$ cat src/hdl/trl_pkg.sv
// shared types and constants for the talkgroup route lookup
package trl_pkg;

  localparam int unsigned ROUTES_DEF = 64;
  localparam int unsigned IDX_W      = 6;
  localparam int unsigned TG_W       = 32;
  localparam int unsigned BCD_W      = 40;
  localparam int unsigned DIGITS     = 10;
  localparam int unsigned LEN_W      = 4;
  localparam int unsigned KIND_W     = 2;

  localparam logic ACT_WRITE  = 1'b0;
  localparam logic ACT_LOOKUP = 1'b1;

  localparam logic [KIND_W-1:0] KIND_EXACT  = 2'd0;
  localparam logic [KIND_W-1:0] KIND_RANGE  = 2'd1;
  localparam logic [KIND_W-1:0] KIND_PREFIX = 2'd2;
  // spare encoding, never matches
  localparam logic [KIND_W-1:0] KIND_UNUSED = 2'd3;

  // controller to datapath
  typedef struct packed {
    logic load;      // latch the transaction fields, clear trackers
    logic wr_en;     // store one table entry
    logic conv_en;   // one double-dabble step
    logic scan_en;   // issue one table read
    logic respond;   // load the result registers
  } trl_cmd_t;

  // datapath to controller
  typedef struct packed {
    logic conv_last;
    logic scan_last;
  } trl_status_t;

endpackage

$ cat src/hdl/trl_ctrl.sv
// controller state machine for the route lookup
module trl_ctrl (
  input  logic                 clk_i,
  input  logic                 rst_ni,
  input  logic                 start,
  input  logic                 action_i,
  input  trl_pkg::trl_status_t status_i,
  output trl_pkg::trl_cmd_t    cmd_o,
  output logic                 busy
);
  import trl_pkg::*;

  localparam logic [2:0] ST_IDLE  = 3'd0;
  localparam logic [2:0] ST_CONV  = 3'd1;
  localparam logic [2:0] ST_SCAN  = 3'd2;
  localparam logic [2:0] ST_DRAIN = 3'd3;
  localparam logic [2:0] ST_RESP  = 3'd4;

  logic [2:0] state_q, state_d;

  always_comb begin
    state_d = state_q;
    cmd_o   = '0;
    case (state_q)
      ST_IDLE: begin
        if (start) begin
          cmd_o.load = 1'b1;
          if (action_i == ACT_WRITE) begin
            cmd_o.wr_en = 1'b1;
            state_d     = ST_RESP;
          end else begin
            state_d = ST_CONV;
          end
        end
      end
      ST_CONV: begin
        cmd_o.conv_en = 1'b1;
        if (status_i.conv_last) state_d = ST_SCAN;
      end
      ST_SCAN: begin
        cmd_o.scan_en = 1'b1;
        if (status_i.scan_last) state_d = ST_DRAIN;
      end
      ST_DRAIN: state_d = ST_RESP;
      ST_RESP: begin
        cmd_o.respond = 1'b1;
        state_d       = ST_IDLE;
      end
      default: state_d = ST_IDLE;
    endcase
  end

  always_ff @(posedge clk_i or negedge rst_ni) begin
    if (!rst_ni) state_q <= ST_IDLE;
    else         state_q <= state_d;
  end

  assign busy = (state_q != ST_IDLE);

endmodule

$ cat config.mk
export PLATFORM = sky130hd
export DESIGN_NAME = trl_ctrl
export DESIGN_NICKNAME = d
export VERILOG_FILES = /design/src/hdl/trl_pkg.sv /design/src/hdl/trl_ctrl.sv
export SDC_FILE = /design/constraint.sdc
export NUM_CORES = 1
export LEC_CHECK = 0
export BUFFER_PORTS_ARGS = -buffer_cell sky130_fd_sc_hd__buf_2
export CORE_AREA = 2 2 39 41
export DETAILED_ROUTE_END_ITERATION = 8
export DIE_AREA = 0 0 41 43
export SETUP_SLACK_MARGIN = 0.5
export SLEW_MARGIN = 30
export SYNTH_ARGS = -nofsm -noshare
export SYNTH_HDL_FRONTEND = slang
export SYNTH_SLANG_ARGS = --single-unit
$ cat constraint.sdc
create_clock -name clk_i -period 1.2 [get_ports clk_i]
set_input_delay 0.12 -clock clk_i [delete_from_list [all_inputs] [get_ports clk_i]]
set_output_delay 0.12 -clock clk_i [all_outputs]
set_load 0.1 [all_outputs]
==> results.txt <==
The run finished, with violations left. The final reports fail on negative setup slack. The area added between synthesis and finish came out at 158%. The fraction of final layout cells with drive strength greater than 1 came out at roughly 70%. The post-synthesis sequential element count came out at 3. The horizontal extent of the die came out at roughly 40 um. Once the floorplan was initialized, standard cells occupied 14.2% of the core. The highest metal layer with signal wires is met4.

The number of cells produced by synthesis came out at 21. The top cell types in the final layout, fill and taps aside, are 6 x sky130_fd_sc_hd__buf_2, 6 x sky130_fd_sc_hd__buf_6, 5 x sky130_fd_sc_hd__buf_12. The length of routed met2 wiring is around 300 um. The headroom to the max-slew limit came out at 68.0%. CTS saw 3 sinks. The layout has 138 filler cells. The repair_antennas step left the layout with diodes totalling 0. The worst setup path is captured at an output port. The fraction of synthesized cell area taken by the top area cell type came out at 38.2%. The transition time of the tightest slew-check pin came out at 0.483 ns.

The endpoint identified for the worst register-to-register timing path is state_q[2]. The slowest stage of the critical path belongs to the cell sky130_fd_sc_hd__or3_4. The maximum number of pins on one net before global-route repair came out at 10. The top register by number of flip-flops is state_q. After synthesis, the share of cell area in mux cells is 0%. The number of vias per cell is 4.05. Summing the areas of all xor and xnor instances in the mapped netlist gives 0% of the synthesized area. The count of input and output buffers is 11. The largest family of logic cells by synthesized area is simple AND/OR/NAND/NOR gates. Summed over all failing endpoints, the final setup total negative slack is -1.69 ns.

The CTS root buffer is sky130_fd_sc_hd__clkbuf_4. Detailed placement ended at an HPWL of 396 um. After Yosys synthesis, and, or, nand and nor cells account for 45.9% of the synthesized area. The clock tree from TritonCTS is done. The worst-case reg-to-reg path depth is 4. The global router's overall resource usage is 8.57%. The maximum clock insertion buffer count came out at 2. The startpoint of the worst register-to-register path is state_q[1]. The aggregate global routing overflow is 0.

The synthesized netlist devotes under 10% of its cell area to compound gates. The number of cells on the worst hold path came out at 3. The die area came out at about 1800 um2. Setup repair after global routing could not meet its margin everywhere. The synthesized design spends more area on one cell type than any other, namely sky130_fd_sc_hd__dfrtp_1. The critical path goes through or3_4 -> nor3_4 -> buf_12. Buffers inserted during clock tree synthesis total 3. The first-pass GRT wire length came out at 966 um. On the final layout, the worst clock skew is 0.00521 ns. The shortest clock period the worst path allows after layout is ~1.5 ns.

The delay of the slowest cell on the worst path came out at 0.43 ns. The achievable frequency came out at about 0.66 GHz. The via count of the first global-routing pass came out at 233. The number of distinct library cell variants in the gate-level netlist after synthesis is 15.

The number of top-level pins is 12. In this run the number of H-tree levels came out at 1. The worst hold path belongs to the class input port to flop.

The post-synthesis area per instance is 9.35 um2. The met1 routed wirelength after detailed routing came out at about 250 um. The mapped cell area is 196 um2. The setup check on the worst reg-to-reg path leaves a slack of -0.16 ns. The placeable core area is 1380 um2. The largest registers in the layout are state_q x3. The number of vias after detailed routing came out at 239. The adder-cell area share of the yosys netlist is 0%. The die is 43 um tall. The required time at the endpoint of the critical path is 1.08 ns. The number of nets handed over by synthesis was 27.

The count of standard-cell rows came out at 14. The layout net count came out at 50. The detailed-router iteration count before antenna repair came out at 1. Setup violations remaining at the end of the flow were counted as 8. The number of design rule violations left after detail routing came out at 0. The routed length on met3 came out at 29 um. STA classifies the critical path startpoint as a flop. Max-cap violations in this run came to 0. Sorting the synthesized cells by area gives the leading types as sky130_fd_sc_hd__dfrtp_1 38%, sky130_fd_sc_hd__nand3b_1 7.6%, sky130_fd_sc_hd__nor3b_1 7.6%. The first-iteration detailed-routing DRC count is 0. The register with the most flip-flops in the layout has 3 of them. The critical hold path startpoint is status_i[1]. The clock reaches the later pin of the worst-skew pair after 0.24 ns. The total count of hold-check failures in the final report came to 0. The final critical path takes up 126% of the cycle. After clock tree synthesis, the clock-pin slew on the worst setup and hold paths is 0.04 ns. The aggregate routed wire length came out at 598 um. Data arrives at the worst endpoint at 1.40 ns.

The end of the worst hold path is state_q[1]. Along the worst path, the maximum fanout reaches 3. The count of nets left with antenna violations once routing finished came out at 0. The sequential share of the synthesized area came out at 38.2%. The total count of max-transition violations in the final report came out at 0.

The yosys synthesis warning count is 0. Setup slack on the critical path of the routed design comes to -0.317 ns. The critical path is of the flop to output port type.

The number of antenna violations at the first check in global routing came out at 0. The congestion estimate from routability-driven global placement came to roughly 0.66. The average wire per standard cell came out at 10.1 um.
## synth_stat cells
library cell                instances
sky130_fd_sc_hd__nor3_1             1
sky130_fd_sc_hd__nor3b_1            2
sky130_fd_sc_hd__a21oi_1            2
sky130_fd_sc_hd__or3b_1             1
sky130_fd_sc_hd__nand4bb_1          1
sky130_fd_sc_hd__dfrtp_1            3
sky130_fd_sc_hd__nand3b_1           2
sky130_fd_sc_hd__or4b_1             1
sky130_fd_sc_hd__nor2_1             2
sky130_fd_sc_hd__or2b_1             1
sky130_fd_sc_hd__nand2_1            1
sky130_fd_sc_hd__buf_6              1
sky130_fd_sc_hd__inv_1              1
sky130_fd_sc_hd__or3_1              1
sky130_fd_sc_hd__a31oi_1            1
## worst max-delay path by stage
stage	depth (start not counted)	to	start	slack, ns
6_report	3	cmd_o[3]	state_q[0]	-0.32
5_1_grt	3	cmd_o[3]	state_q[0]	-0.37
4_1_cts	3	cmd_o[3]	state_q[0]	-0.33
3_5_place_dp	3	cmd_o[3]	state_q[2]	-0.13
3_3_place_gp	3	cmd_o[3]	state_q[2]	-0.13
2_1_floorplan	3	cmd_o[3]	state_q[1]	-0.80
## routing by layer
layer / track usage [%] / vias to the layer above
li1: - / 122
met2: 11.3 / 10
met1: 10.7 / 105
met4: 10.0 / 0
met3: 0.524 / 2
met5: 0 / -
## critical path: cells and delay by family (launching register included)
| kind | cells | cell delay, ns |
|---|---|---|
| flops | 1 | 0.37 |
| simple gates | 2 | 0.59 |
| buf+inv | 1 | 0.20 |
## kinds of logic after synthesis
family,after synthesis
compound gates,3
flops,3
buf+inv,2
simple gates,13
## through the flow
step                cell area [um2]  hold WS, ns  std cells  util (%)  setup slack, ns
floorplan                       233       -0.176         21         -           -0.798
global placement                394      -0.0831         50      28.5           -0.126
detailed placement              394      -0.0841         50      28.5           -0.135
CTS                             473        0.168         57      34.2           -0.327
global route                    507        0.180         59      36.6           -0.371
finish                          507        0.176         59      36.6           -0.317
## what timing repair did
| action | 4_1_cts | 5_1_grt |
|---|---|---|
| pin swaps | 5 | 5 |
| hold buffers | 1 | 0 |
| resized for setup | 6 | 5 |
| setup endpoints to repair | 9 | 9 |
| hold endpoints to repair | 3 | 0 |
| setup buffers | 2 | 2 |
## area by class of cell
cell class | count | area [um2] | share of cell area (%)
repair buffers | 19 | 215 | 42.5
clock buffers | 4 | 26.3 | 5.19
multi-input cells | 16 | 166 | 32.8
flip-flops and latches | 3 | 75.1 | 14.8
inverters | 1 | 3.75 | 0.741
well taps | 16 | 20.0 | 3.95
Power is left out: the tool's default activity adds up to more than one toggle a clock period on the data nets, which glitch-free logic cannot reach.
